**config.mk**
```make
export PLATFORM = sky130hd
export DESIGN_NAME = bidirectional_fit_block_allocator_top
export DESIGN_NICKNAME = d
export VERILOG_FILES = /design/src/hw/rtl/bfa_pkg.sv /design/src/hw/rtl/bfa_mem.sv /design/src/hw/rtl/bfa_ctrl.sv /design/src/hw/rtl/bidirectional_fit_block_allocator_top.sv
export SDC_FILE = /design/constraint.sdc
export NUM_CORES = 1
export LEC_CHECK = 0
export ABC_AREA = 1
export BUFFER_PORTS_ARGS = -buffer_cell sky130_fd_sc_hd__buf_2
export CORE_MARGIN = 10
export CORE_UTILIZATION = 30
export DETAILED_ROUTE_END_ITERATION = 10
export HOLD_SLACK_MARGIN = 0.02
export PLACE_DENSITY_LB_ADDON = 0.2
export SYNTH_ARGS = -nofsm -noshare
export SYNTH_HDL_FRONTEND = slang
export SYNTH_SLANG_ARGS = --single-unit
```
**constraint.sdc**
```tcl
create_clock -name clk -period 6.75 [get_ports clk]
set_input_delay 0 -clock clk [delete_from_list [all_inputs] [get_ports clk]]
set_output_delay 0 -clock clk [all_outputs]
set_load 0.02 [all_outputs]
```
**src/hw/rtl/bfa_pkg.sv**
```systemverilog
// Shared definitions for the bidirectional-fit block allocator.
// Holds default sizing, the fixed field widths and the result status codes.
// No dependencies.
package bfa_pkg;

	localparam int MAX_BLOCKS_DEF = 16;
	localparam int SIZE_WIDTH_DEF = 24;

	localparam int AMOUNT_W    = 16;
	localparam int REMAINING_W = 24;
	localparam int STATUS_W    = 2;

	typedef enum logic [STATUS_W-1:0] {
		STAT_ALLOC   = 2'd0,
		STAT_MEM_OUT = 2'd1,
		STAT_LOADED  = 2'd2,
		STAT_FULL    = 2'd3
	} status_t;

endpackage

```
**src/hw/rtl/bfa_mem.sv**
```systemverilog
// Block size store: one write port, one read port, registered read data.
// Generic simple dual-port memory used by the allocator controller.
// No package dependencies.
module bfa_mem #(
	parameter int DEPTH = 16,
	parameter int WIDTH = 24
) (
	input  logic                     clk,
	input  logic                     we,
	input  logic [$clog2(DEPTH)-1:0] waddr,
	input  logic [WIDTH-1:0]         wdata,
	input  logic [$clog2(DEPTH)-1:0] raddr,
	output logic [WIDTH-1:0]         rdata
);

	logic [WIDTH-1:0] mem_q [DEPTH];
	logic [WIDTH-1:0] rdata_q;

	always_ff @(posedge clk) begin
		if (we) begin
			mem_q[waddr] <= wdata;
		end
		rdata_q <= mem_q[raddr];
	end

	assign rdata = rdata_q;

endmodule

```
**src/hw/rtl/bfa_ctrl.sv**
```systemverilog
// Allocator sequencer: ring bookkeeping, scan, shift, merge and clear passes.
// Drives the block size store (bfa_mem) and holds the output register.
// Depends on bfa_pkg.
module bfa_ctrl #(
	parameter int MAX_BLOCKS = bfa_pkg::MAX_BLOCKS_DEF,
	parameter int SIZE_WIDTH = bfa_pkg::SIZE_WIDTH_DEF
) (
	input  logic                              clk,
	input  logic                              arst_n,
	input  logic                              in_valid,
	output logic                              in_ready,
	input  logic                              kind,
	input  logic [bfa_pkg::AMOUNT_W-1:0]      amount,
	output logic                              out_valid,
	input  logic                              out_ready,
	output logic [bfa_pkg::STATUS_W-1:0]      status,
	output logic [bfa_pkg::REMAINING_W-1:0]   remaining,
	output logic                              mem_we,
	output logic [$clog2(MAX_BLOCKS)-1:0]     mem_waddr,
	output logic [SIZE_WIDTH-1:0]             mem_wdata,
	output logic [$clog2(MAX_BLOCKS)-1:0]     mem_raddr,
	input  logic [SIZE_WIDTH-1:0]             mem_rdata
);

	localparam int AW = $clog2(MAX_BLOCKS);
	localparam int CW = $clog2(MAX_BLOCKS + 1);
	localparam int TW = SIZE_WIDTH + CW;
	localparam int XW = (SIZE_WIDTH > bfa_pkg::AMOUNT_W) ? SIZE_WIDTH : bfa_pkg::AMOUNT_W;
	localparam int MW = (TW > bfa_pkg::AMOUNT_W) ? TW : bfa_pkg::AMOUNT_W;
	localparam int XR = (SIZE_WIDTH > bfa_pkg::REMAINING_W) ? SIZE_WIDTH : bfa_pkg::REMAINING_W;
	localparam logic [SIZE_WIDTH-1:0] SIZE_TOP = '1;
	localparam logic [CW-1:0] COUNT_FULL = CW'(MAX_BLOCKS);

	typedef enum logic [2:0] {
		S_IDLE,
		S_SCAN,
		S_SHIFT,
		S_MERGE,
		S_ZERO,
		S_RESP
	} state_t;

	state_t                          state_q;
	logic [CW-1:0]                   count_q;
	logic [AW-1:0]                   head_q;
	logic [CW-1:0]                   k_q;
	logic                            rv_s1;
	logic                            last_s1;
	logic [CW-1:0]                   pos_s1;
	logic [TW-1:0]                   total_q;
	logic [bfa_pkg::AMOUNT_W-1:0]    amount_q;
	bfa_pkg::status_t                res_status_q;
	logic [bfa_pkg::REMAINING_W-1:0] res_rem_q;
	logic                            out_valid_q;
	bfa_pkg::status_t                status_q;
	logic [bfa_pkg::REMAINING_W-1:0] remaining_q;

	logic                            in_fire;
	logic                            fit;
	logic [SIZE_WIDTH-1:0]           fit_left;
	logic [SIZE_WIDTH-1:0]           load_val;
	logic                            merge_ok;
	logic [MW-1:0]                   merge_diff;
	logic [SIZE_WIDTH-1:0]           merge_val;
	logic [CW-1:0]                   scan_pos;

	// Physical slot of a ring position: head plus offset, wrapped once.
	function automatic logic [AW-1:0] slot_of(input logic [AW-1:0] head,
			input logic [CW-1:0] pos);
		logic [CW:0] sum;
		sum = (CW+1)'(head) + (CW+1)'(pos);
		if (sum >= (CW+1)'(MAX_BLOCKS)) begin
			sum = sum - (CW+1)'(MAX_BLOCKS);
		end
		return AW'(sum);
	endfunction

	// Scan order: head, then alternately tail side and the entry after head.
	function automatic logic [CW-1:0] order_pos(input logic [CW-1:0] k,
			input logic [CW-1:0] cnt);
		logic [CW-1:0] half;
		half = (k + CW'(1)) >> 1;
		if (k == '0) begin
			return '0;
		end else if (k[0]) begin
			return cnt - half;
		end else begin
			return k >> 1;
		end
	endfunction

	function automatic logic [bfa_pkg::REMAINING_W-1:0] rem_of(
			input logic [SIZE_WIDTH-1:0] v);
		return bfa_pkg::REMAINING_W'(XR'(v));
	endfunction

	assign in_ready  = (state_q == S_IDLE);
	assign in_fire   = in_valid && in_ready;
	assign out_valid = out_valid_q;
	assign status    = status_q;
	assign remaining = remaining_q;

	assign scan_pos = order_pos(k_q, count_q);
	assign fit      = (XW'(mem_rdata) >= XW'(amount_q));
	assign fit_left = SIZE_WIDTH'(XW'(mem_rdata) - XW'(amount_q));
	assign load_val = (XW'(amount) > XW'(SIZE_TOP)) ? SIZE_TOP : SIZE_WIDTH'(XW'(amount));

	assign merge_ok   = (MW'(total_q) >= MW'(amount_q));
	assign merge_diff = MW'(total_q) - MW'(amount_q);
	assign merge_val  = (merge_diff > MW'(SIZE_TOP)) ? SIZE_TOP : SIZE_WIDTH'(merge_diff);

	// Store accesses; every write lands before a read of the same slot is issued,
	// so no forwarding path is needed.
	always_comb begin
		mem_we    = 1'b0;
		mem_waddr = slot_of(head_q, pos_s1);
		mem_wdata = '0;
		mem_raddr = slot_of(head_q, scan_pos);
		case (state_q)
			S_IDLE: begin
				if (in_fire && !kind && count_q != COUNT_FULL) begin
					mem_we    = 1'b1;
					mem_waddr = slot_of(head_q, count_q);
					mem_wdata = load_val;
				end
			end
			S_SCAN: begin
				if (rv_s1 && fit) begin
					mem_we    = 1'b1;
					mem_wdata = fit_left;
				end
			end
			S_SHIFT: begin
				mem_raddr = slot_of(head_q, k_q);
				if (rv_s1) begin
					mem_we    = 1'b1;
					mem_wdata = mem_rdata;
				end
			end
			S_MERGE: begin
				if (merge_ok) begin
					mem_we    = 1'b1;
					mem_waddr = head_q;
					mem_wdata = merge_val;
				end
			end
			S_ZERO: begin
				if (k_q < count_q) begin
					mem_we    = 1'b1;
					mem_waddr = slot_of(head_q, k_q);
				end
			end
			default: begin
			end
		endcase
	end

	always_ff @(posedge clk or negedge arst_n) begin
		if (!arst_n) begin
			state_q      <= S_IDLE;
			count_q      <= '0;
			head_q       <= '0;
			k_q          <= '0;
			rv_s1        <= 1'b0;
			last_s1      <= 1'b0;
			pos_s1       <= '0;
			total_q      <= '0;
			amount_q     <= '0;
			res_status_q <= bfa_pkg::STAT_ALLOC;
			res_rem_q    <= '0;
			out_valid_q  <= 1'b0;
			status_q     <= bfa_pkg::STAT_ALLOC;
			remaining_q  <= '0;
		end else begin
			if (out_valid_q && out_ready && state_q != S_RESP) begin
				out_valid_q <= 1'b0;
			end
			case (state_q)
				S_IDLE: begin
					if (in_fire) begin
						amount_q  <= amount;
						res_rem_q <= '0;
						k_q       <= '0;
						rv_s1     <= 1'b0;
						total_q   <= '0;
						if (!kind) begin
							if (count_q == COUNT_FULL) begin
								res_status_q <= bfa_pkg::STAT_FULL;
							end else begin
								count_q      <= count_q + CW'(1);
								res_status_q <= bfa_pkg::STAT_LOADED;
							end
							state_q <= S_RESP;
						end else if (count_q == '0) begin
							res_status_q <= bfa_pkg::STAT_MEM_OUT;
							state_q      <= S_RESP;
						end else begin
							state_q <= S_SCAN;
						end
					end
				end
				S_SCAN: begin
					if (rv_s1 && fit) begin
						rv_s1        <= 1'b0;
						res_status_q <= bfa_pkg::STAT_ALLOC;
						res_rem_q    <= rem_of(fit_left);
						if (fit_left != '0) begin
							state_q <= S_RESP;
						end else if (pos_s1 == '0) begin
							// drop the emptied head
							head_q  <= slot_of(head_q, CW'(1));
							count_q <= count_q - CW'(1);
							state_q <= S_RESP;
						end else begin
							k_q     <= pos_s1 + CW'(1);
							state_q <= S_SHIFT;
						end
					end else if (rv_s1 && last_s1) begin
						rv_s1   <= 1'b0;
						total_q <= total_q + TW'(mem_rdata);
						state_q <= S_MERGE;
					end else begin
						if (rv_s1) begin
							total_q <= total_q + TW'(mem_rdata);
						end
						if (k_q < count_q) begin
							rv_s1   <= 1'b1;
							pos_s1  <= scan_pos;
							last_s1 <= (k_q == count_q - CW'(1));
							k_q     <= k_q + CW'(1);
						end else begin
							rv_s1 <= 1'b0;
						end
					end
				end
				S_SHIFT: begin
					// close up: read position k, write it one place toward the head
					if (k_q < count_q) begin
						rv_s1  <= 1'b1;
						pos_s1 <= k_q - CW'(1);
						k_q    <= k_q + CW'(1);
					end else begin
						rv_s1 <= 1'b0;
						if (!rv_s1) begin
							count_q <= count_q - CW'(1);
							state_q <= S_RESP;
						end
					end
				end
				S_MERGE: begin
					if (merge_ok) begin
						res_status_q <= bfa_pkg::STAT_ALLOC;
						res_rem_q    <= rem_of(merge_val);
						k_q          <= CW'(1);
						state_q      <= S_ZERO;
					end else begin
						res_status_q <= bfa_pkg::STAT_MEM_OUT;
						res_rem_q    <= '0;
						state_q      <= S_RESP;
					end
				end
				S_ZERO: begin
					if (k_q < count_q) begin
						k_q <= k_q + CW'(1);
					end else begin
						state_q <= S_RESP;
					end
				end
				S_RESP: begin
					if (!out_valid_q || out_ready) begin
						out_valid_q <= 1'b1;
						status_q    <= res_status_q;
						remaining_q <= res_rem_q;
						state_q     <= S_IDLE;
					end
				end
				default: begin
					state_q <= S_IDLE;
				end
			endcase
		end
	end

endmodule

```
**src/hw/rtl/bidirectional_fit_block_allocator_top.sv**
```systemverilog
// Top level of the bidirectional-fit block allocator.
// Instantiates the sequencer (bfa_ctrl) and the block size store (bfa_mem).
// Depends on bfa_pkg.
//
//  channel | signals                          | direction
//  --------+----------------------------------+----------
//  in      | in_valid, in_ready, kind, amount | into block
//  out     | out_valid, out_ready, status,    | out of block
//          | remaining                        |
//
// One transaction at a time. A load passes through the response state into the output register.
// An allocation scans the ring with one store read per cycle, then, where needed, makes a
// shift or clear pass with one store write per cycle; the single read and single write
// port set these rates.
// arst_n clears the ring to empty; the store itself is not cleared.
// A stalled result sits in the output register while the next transaction is taken.
module bidirectional_fit_block_allocator_top #(
	parameter int MAX_BLOCKS = bfa_pkg::MAX_BLOCKS_DEF,
	parameter int SIZE_WIDTH = bfa_pkg::SIZE_WIDTH_DEF
) (
	input  logic                            clk,
	input  logic                            arst_n,
	input  logic                            in_valid,
	output logic                            in_ready,
	input  logic                            kind,
	input  logic [bfa_pkg::AMOUNT_W-1:0]    amount,
	output logic                            out_valid,
	input  logic                            out_ready,
	output logic [bfa_pkg::STATUS_W-1:0]    status,
	output logic [bfa_pkg::REMAINING_W-1:0] remaining
);

	localparam int AW = $clog2(MAX_BLOCKS);

	logic                  mem_we;
	logic [AW-1:0]         mem_waddr;
	logic [SIZE_WIDTH-1:0] mem_wdata;
	logic [AW-1:0]         mem_raddr;
	logic [SIZE_WIDTH-1:0] mem_rdata;

	bfa_ctrl #(
		.MAX_BLOCKS (MAX_BLOCKS),
		.SIZE_WIDTH (SIZE_WIDTH)
	) u_ctrl (
		.clk       (clk),
		.arst_n    (arst_n),
		.in_valid  (in_valid),
		.in_ready  (in_ready),
		.kind      (kind),
		.amount    (amount),
		.out_valid (out_valid),
		.out_ready (out_ready),
		.status    (status),
		.remaining (remaining),
		.mem_we    (mem_we),
		.mem_waddr (mem_waddr),
		.mem_wdata (mem_wdata),
		.mem_raddr (mem_raddr),
		.mem_rdata (mem_rdata)
	);

	bfa_mem #(
		.DEPTH (MAX_BLOCKS),
		.WIDTH (SIZE_WIDTH)
	) u_mem (
		.clk   (clk),
		.we    (mem_we),
		.waddr (mem_waddr),
		.wdata (mem_wdata),
		.raddr (mem_raddr),
		.rdata (mem_rdata)
	);

endmodule

```
==> results.txt, run 1 <==
Htree depth: 2
First-pass DRT Iterations: 5
RSZ-0062 raised after global routing: false
Final #Nets: 3,100
Synth area leader: edfxtp_1
Post-Synth Simple-Gate Area: 19.60%
Antenna viol nets, final: 0
Dpl cells: 4,071
Leading cell type in the layout, fill and taps excluded: nand2_1
CTS Buffer Depth: 3
FF-to-FF End: u_mem.rdata[2]
Startpoint types: flop
Post-CTS Resized: 0
Total clock sinks: 530
Post-Synth XOR/XNOR Area: 2.142%
Period utilization: 78.54%
Tmin final: 5.302 ns
Final Hold Vio Count: 0
Post-Route WL: 88,670 microns
Hold WC Path Type: in2reg
Tot GR Track Use: 16.74%
DR DRC count: 0
Status: completed
Hpwl dp: 59,800 microns
Reg area: 0.01506 sq mm
VDD IR max: 0.3094 mV
Initial antenna violation count: 7
Leakage power: 12.79 nW
Clock skew: 0.02936 ns
Max Freq: 0.1886 GHz
Layout cell share with drive strength beyond 1: 8.723%
Buffers added on ports: 48
Ys flop type: edfxtp_1
Final setup viols: 0
Fraction of registers with async set/reset: 23.02%
Adder-cell share of the synthesized area: 4.421%
Post-synthesis net count: 3,042
Fillers: 9,246
Reg-to-reg critical path startpoint: u_ctrl.k_q[0]
First-pass GRT wire length: 133,200 microns
Synth Instances: 2,929
CTS buffer count: 61
Final slew viol count: 0
Hold worst-path end: u_ctrl.amount_q[8]
Largest net degree at the start of global routing: 169
Die ar.: 0.1038 sq mm
TritonCTS clock tree: done
DR vias: 21,300
Setup Fix Bufs, Post-CTS: 0
GRT overflow: 0
Clk slew on worst S/H paths: 0.07 ns
Synthesized cell area: 0.02740 sq mm
Max cap viols: 0
Post-synthesis sequential element count: 530
Placer Congestion: 0.9251
Multi-input logic area: 0.01099 sq mm
Sequential fraction of the synthesis area: 54.99%
Initial Utilization: 30.34%
Worst R2R Setup Slack: 1.45 ns
Chip height: 322.2 microns
# hold bufs at CTS: 29
Critical Path RT: 7.19 ns
CP dominant cell by count: ha_1
Floorplan Core Area: 0.09029 sq mm
Worst skew pair latency: 0.65 ns
P&R area growth vs syn: 13.95%
Area contributors post-synth: edfxtp_1 42%, dfrtp_1 11%, nand2_1 8.8%
Slew headroom: 29.25%
Ys Warns: 0
Final non-filler cell total: 4,214
Antenna diodes: 0
Crit path largest cell delay: 0.61 ns
Slew @ Worst Pin: 1.061 ns
Number of library cell types mapped by synthesis: 57
Main combinational cell family by area after synthesis: simple AND/OR/NAND/NOR gates
Io pins: 49
Vias in the first global route: 20,940
Post-synthesis compound-gate area fraction: 12.37%
Hold Path Depth: 4
Worst Path Arrival: 5.75 ns
Most frequent cells in the layout: 639 x nand2_1, 425 x nor2_1, 384 x edfxtp_1
Mux cell area share after synthesis: 0.9865%
Mapped Avg Cell Area: 9.353 sq um
Area share of the largest cell type after synthesis: 42.09%
Worst Path Max Fanout: 40
Site Rows: 110
Worst Setup End Kind: flop
Drt via density: 5.054
Routed len/inst: 21.04 microns
CTS root buffer: clkbuf_16
Cell depth of the worst flop-to-flop path: 18
Pwr dens: 567.5 mW/mm^2
Number of enable flip-flop cells after synthesis: 384
Critical path's slowest cell: a31oi_1
Hold wc startpoint: amount[8]
First DRT Iteration DRCs: 1,572
Die width: 322.2 microns
CP Class: reg2reg
Crit-path cells: inv_2 -> ha_1 -> ha_1 -> fa_1 -> inv_1 -> or2_2 -> a21oi_1 -> a211oi_1 -> ha_1 -> xor2_1 -> nand2_1 -> buf_4 -> o21ai_4 -> buf_4 -> nand2_1 -> o21ai_1 -> nor2_1 -> a31oi_1
Setup TNS: 0 ns
[power breakdown]
part	total [W]	leakage [nW]	internal (W)	switching, W
combinational	0.00946	6.49	0.00275	0.00671
sequential	0.00505	5.38	0.00455	0.000497
clock	0.00320	0.922	0.00180	0.00140
total	0.0177	12.8	0.00911	0.00861
[synth_stat cells (all sizes together) (32+ instances only)]
cell / number
o32ai: 72
ha: 84
nand2: 652
clkbuf: 52
dfrtp: 122
nand3: 122
buf: 63
nor2: 454
o211ai: 33
nand4: 32
o21ai: 234
edfxtp: 384
a21oi: 88
inv: 246
xor2: 40
o21bai: 32
[cell type report]
cell class                 instances  area share (%)
sequential                       530           48.26
tap                             1176           4.714
inverter                         249           3.010
multi-input combinational       2035           35.21
timing repair buffer             110           2.649
clock inverter                    30          0.8297
clock buffer                      84           5.331
[flip-flops by register name, indices dropped and copies added, names as in the netlist]
name and cells:
u_ctrl.count_q 5, u_ctrl.res_status_q 2, u_mem.mem_q 384, u_ctrl.rv_s1 1, u_ctrl.remaining 24, u_ctrl.pos_s1 5
u_ctrl.res_rem_q 24, u_ctrl.head_q 4, u_ctrl.total_q 29, u_mem.rdata 24, u_ctrl.out_valid 1, u_ctrl.status 2
u_ctrl.last_s1 1, u_ctrl.state_q 3, u_ctrl.amount_q 16, u_ctrl.k_q 5
[per-stage QoR]
step                hold WS [ns]  total power [W]  cell area [sq um]  util [%]  worst slack (ns)
floorplan                -0.2956          0.01137              27400         -             3.152
global placement         0.04577          0.01459              28990     32.10             1.501
detailed placement       0.04710          0.01451              28990     32.10             1.523
CTS                       0.1284          0.01781              31220     34.57             1.470
global route              0.1940          0.01907              31220     34.57             1.179
finish                    0.1669          0.01771              31220     34.57             1.448
[how the worst max path moves through the flow]
stage                       startpoint  cells past startpoint  slack [ns]                  to
floorplan           u_ctrl.amount_q[0]                     17        3.15  u_mem.mem_q[12][0]
global placement         u_ctrl.k_q[0]                     18        1.50      u_mem.rdata[2]
detailed placement       u_ctrl.k_q[0]                     14        1.52      u_mem.rdata[2]
CTS                      u_ctrl.k_q[0]                     18        1.47      u_mem.rdata[2]
global route             u_ctrl.k_q[0]                     18        1.18      u_mem.rdata[0]
finish                   u_ctrl.k_q[0]                     18        1.45      u_mem.rdata[2]
[kinds of logic after synthesis]
family,count (synthesis)
AO/OA/AOI/OAI,549
multiplexers,24
adder cells (fa/ha/maj),92
buffers and inverters,364
XOR/XNOR,67
flip-flops,530
AND/OR/NAND/NOR,1303
[critical path, delay by kind of cell, from the launching register on]
kind                       cells  cell delay (ns)
buffers and inverters          4             1.11
xor gates and xnor gates       1             0.16
AOI/OAI and AO/OA              5             1.58
and+or+nand+nor                4             0.31
adders and majority gates      4             1.32
DFF                            1             0.54
[layer usage]
layer	share of wire, %	GRT usage [%]
met3	4.8	1.841
met1	45	22.63
met4	2.5	4.405
met5	0.015	0
met2	47	28.23
Power figures use the tool's default switching activity.
==> run 2, diff against run 1 <==
--- a/config.mk
+++ b/config.mk
@@ -5,7 +5,7 @@
 export SDC_FILE = /design/constraint.sdc
 export NUM_CORES = 1
 export LEC_CHECK = 0
-export ABC_AREA = 1
+export ABC_AREA = 0
 export BUFFER_PORTS_ARGS = -buffer_cell sky130_fd_sc_hd__buf_2
 export CORE_MARGIN = 10
 export CORE_UTILIZATION = 30
==> constraint.sdc (replaced) <==
create_clock -name clk -period 5.5 [get_ports clk]
set_input_delay 0 -clock clk [delete_from_list [all_inputs] [get_ports clk]]
set_output_delay 0 -clock clk [all_outputs]
set_load 0.02 [all_outputs]
==> results.txt, run 2 <==
Synth Instances: 2,317 (was 2,929)
Post-synthesis net count: 2,430 (was 3,042)
DR vias: 19,110 (was 21,300)
Kind of cell adding the most delay to the critical path: adder cells (was compound AO/OA/AOI/OAI gates)
Buffers added on ports: 48 (unchanged)
Placer Congestion: 0.9353 (was 0.9251)
Htree depth: 2 (unchanged)
TritonCTS clock tree: done (unchanged)
Ys Warns: 0 (unchanged)
Post-Route WL: 82,630 microns (was 88,670 microns)
Pre-CTS WS: 0.6315 ns (was 1.523 ns)
Final Hold Vio Count: 0 (unchanged)
Tmin final: 4.955 ns (was 5.302 ns)
Final slew viol count: 0 (unchanged)
Most common cell in the synthesized netlist: edfxtp_1 (was nand2_1)
Chip height: 316.9 microns (was 322.2 microns)
Layout cell share with drive strength beyond 1: 10.67% (was 8.723%)
Vias in the first global route: 18,730 (was 20,940)
Number of enable flip-flop cells after synthesis: 384 (unchanged)
Max Freq: 0.2018 GHz (was 0.1886 GHz)
Io pins: 49 (unchanged)
Ys flop type: edfxtp_1 (unchanged)
Status: completed (unchanged)
Clk slew on worst S/H paths: 0.06 ns (was 0.07 ns)
Crit path largest cell delay: 0.64 ns (was 0.61 ns)
First DRT Iteration DRCs: 1,538 (was 1,572)
Drt via density: 5.349 (was 5.054)
First-pass DRT Iterations: 7 (was 5)
Antenna diodes: 0 (unchanged)
Critical Path RT: 5.96 ns (was 7.19 ns)
Number of library cell types mapped by synthesis: 85 (was 57)
Sequential fraction of the synthesis area: 56.95% (was 54.99%)
Final setup viols: 0 (unchanged)
Setup TNS: 0 ns (unchanged)
Worst Setup End Kind: flop (unchanged)
CP dominant cell by count: a21oi_1 (was ha_1)
Initial Utilization: 30.35% (was 30.34%)
Floorplan Core Area: 0.08716 sq mm (was 0.09029 sq mm)
Die ar.: 0.1005 sq mm (was 0.1038 sq mm)
Synth top cells by count: 384 x edfxtp_1, 217 x nand2_1, 175 x a211oi_1, 142 x a21oi_1, 122 x dfrtp_1 (was 639 x nand2_1, 443 x nor2_1, 384 x edfxtp_1, 233 x inv_1, 194 x o21ai_0)
Worst Path Arrival: 5.42 ns (was 5.75 ns)
Max cap viols: 0 (unchanged)
CTS Buffer Depth: 3 (unchanged)
Setup Fix Bufs, Post-CTS: 0 (unchanged)
Worst skew pair latency: 0.63 ns (was 0.65 ns)
Largest net degree at the start of global routing: 193 (was 169)
GRT overflow: 0 (unchanged)
Antenna viol nets, final: 0 (unchanged)
Synthesized cell area: 0.02645 sq mm (was 0.02740 sq mm)
Fraction of registers with async set/reset: 23.02% (unchanged)
Area contributors post-synth: edfxtp_1 44%, dfrtp_1 12%, a211oi_1 5.0% (was edfxtp_1 42%, dfrtp_1 11%, nand2_1 8.8%)
Critical path's slowest cell: dfrtp_1 (was a31oi_1)
CP Buf/Inv Count: 4 (unchanged)
Most frequent cells in the layout: 384 x edfxtp_1, 216 x nand2_1, 175 x a211oi_1 (was 639 x nand2_1, 425 x nor2_1, 384 x edfxtp_1)
Hpwl dp: 54,110 microns (was 59,800 microns)
Most flop-heavy register: u_mem.mem_q (unchanged)
Fillers: 8,587 (was 9,246)
Mapped Avg Cell Area: 11.42 sq um (was 9.353 sq um)
Synth area leader: edfxtp_1 (unchanged)
Total clock sinks: 530 (unchanged)
P&R area growth vs syn: 15.52% (was 13.95%)
Slew @ Worst Pin: 1.280 ns (was 1.061 ns)
Period utilization: 90.09% (was 78.54%)
Routed len/inst: 23.13 microns (was 21.04 microns)
Area share of the largest cell type after synthesis: 43.59% (was 42.09%)
Die width: 316.9 microns (was 322.2 microns)
CTS root buffer: clkbuf_16 (unchanged)
Final #Nets: 2,483 (was 3,100)
Site Rows: 108 (was 110)
Post-synthesis sequential element count: 530 (unchanged)
Slew headroom: 14.31% (was 29.25%)
Clock skew: 0.03122 ns (was 0.02936 ns)
Initial antenna violation count: 0 (was 7)
Startpoint types: flop (unchanged)
First-pass GRT wire length: 124,400 microns (was 133,200 microns)
Regs by FF count: u_mem.mem_q (384), u_ctrl.total_q (29) (unchanged)
Worst Path Max Fanout: 46 (was 40)
CTS buffer count: 59 (was 61)
CP Class: reg2reg (unchanged)
Crit-path cells: inv_1 -> ha_1 -> ha_1 -> fa_1 -> a21oi_1 -> inv_1 -> fa_1 -> mux2i_4 -> buf_12 -> buf_4 -> a211oi_1 -> a211oi_1 -> a21oi_1 -> a21oi_1 (was inv_2 -> ha_1 -> ha_1 -> fa_1 -> inv_1 -> or2_2 -> a21oi_1 -> a211oi_1 -> ha_1 -> xor2_1 -> nand2_1 -> buf_4 -> o21ai_4 -> buf_4 -> nand2_1 -> o21ai_1 -> nor2_1 -> a31oi_1)
Tot GR Track Use: 16.20% (was 16.74%)
DR DRC count: 0 (unchanged)
Final WS setup: 0.5453 ns (was 1.448 ns)
RSZ-0062 raised after global routing: false (unchanged)
Max reg flops: 384 (unchanged)
Leading cell type in the layout, fill and taps excluded: edfxtp_1 (was nand2_1)
Hold WC Path Type: in2reg (unchanged)
==> run 2: worst reg2reg max path, stage by stage (launching register included) <==
cell and delay (ns):
dfrtp_1 0.64, inv_1 0.22, ha_1 0.38, ha_1 0.23, fa_1 0.44, a21oi_1 0.31
inv_1 0.11, fa_1 0.51, mux2i_4 0.19, buf_12 0.29, buf_4 0.48, a211oi_1 0.16
a211oi_1 0.26, a21oi_1 0.06, a21oi_1 0.53
==> run 2: final cells by class <==
class | count | area, sq um | area share [%]
Timing Repair Buffer | 124 | 1097 | 3.591
Clock inverter | 31 | 321.6 | 1.052
Multi-Input combinational cell | 1592 | 10800 | 35.33
Inverter | 63 | 236.5 | 0.7738
Sequential cell | 530 | 15060 | 49.30
Clock buffer | 78 | 1598 | 5.228
Tap cell | 1155 | 1445 | 4.729
==> run 2: cells by family after synthesis <==
kind of cell,count (synthesis),synth area share (%)
AOI/OAI and AO/OA,686,17.12
and+or+nand+nor,632,11.93
DFF,530,56.95
buffers and inverters,195,2.833
xor gates and xnor gates,97,3.212
adders and majority gates,92,4.579
muxes,85,3.377
==> run 2: final timing paths <==
| path | cells past startpoint | startpoint | slack, ns | endpoint |
|---|---|---|---|---|
| min in group asynchronous | 3 | arst_n | 0.50 | u_ctrl.status[1] |
| worst max register to register | 14 | u_ctrl.k_q[0] | 0.55 | u_mem.rdata[0] |
| worst min-delay path | 3 | kind | 0.19 | u_ctrl.res_status_q[1] |
| worst min register to register | 2 | u_ctrl.res_status_q[1] | 0.48 | u_ctrl.res_status_q[1] |
| max in group asynchronous | 4 | arst_n | 3.07 | u_ctrl.count_q[2] |
| worst max-delay path | 14 | u_ctrl.k_q[0] | 0.55 | u_mem.rdata[0] |
==> run 2: repair_timing <==
item	CTS	global route
gates resized for setup	0	0
hold buffers	22	0
hold endpoints to repair	96	0
==> run 2: through the flow <==
step	utilization [%]	hold slack (ns)	instance area [sq um]	cells
floorplan	-	-0.2956	26450	2317
global placement	32.61	0.09373	28420	3442
detailed placement	32.61	0.09434	28420	3442
CTS	35.06	0.1539	30560	3573
global route	35.06	0.1961	30560	3573
finish	35.06	0.1889	30560	3573
==> run 2: metal layers <==
layer  part of all wire [%]  global-route usage (%)
met3                    4.9                   2.097
met5                      0                       0
met2                     46                   26.12
met4                    2.1                   3.864
met1                     47                   22.87
Power of run 2 is not shown: default switching activity piles up to over one toggle a cycle in this logic, so the estimate is an artifact.
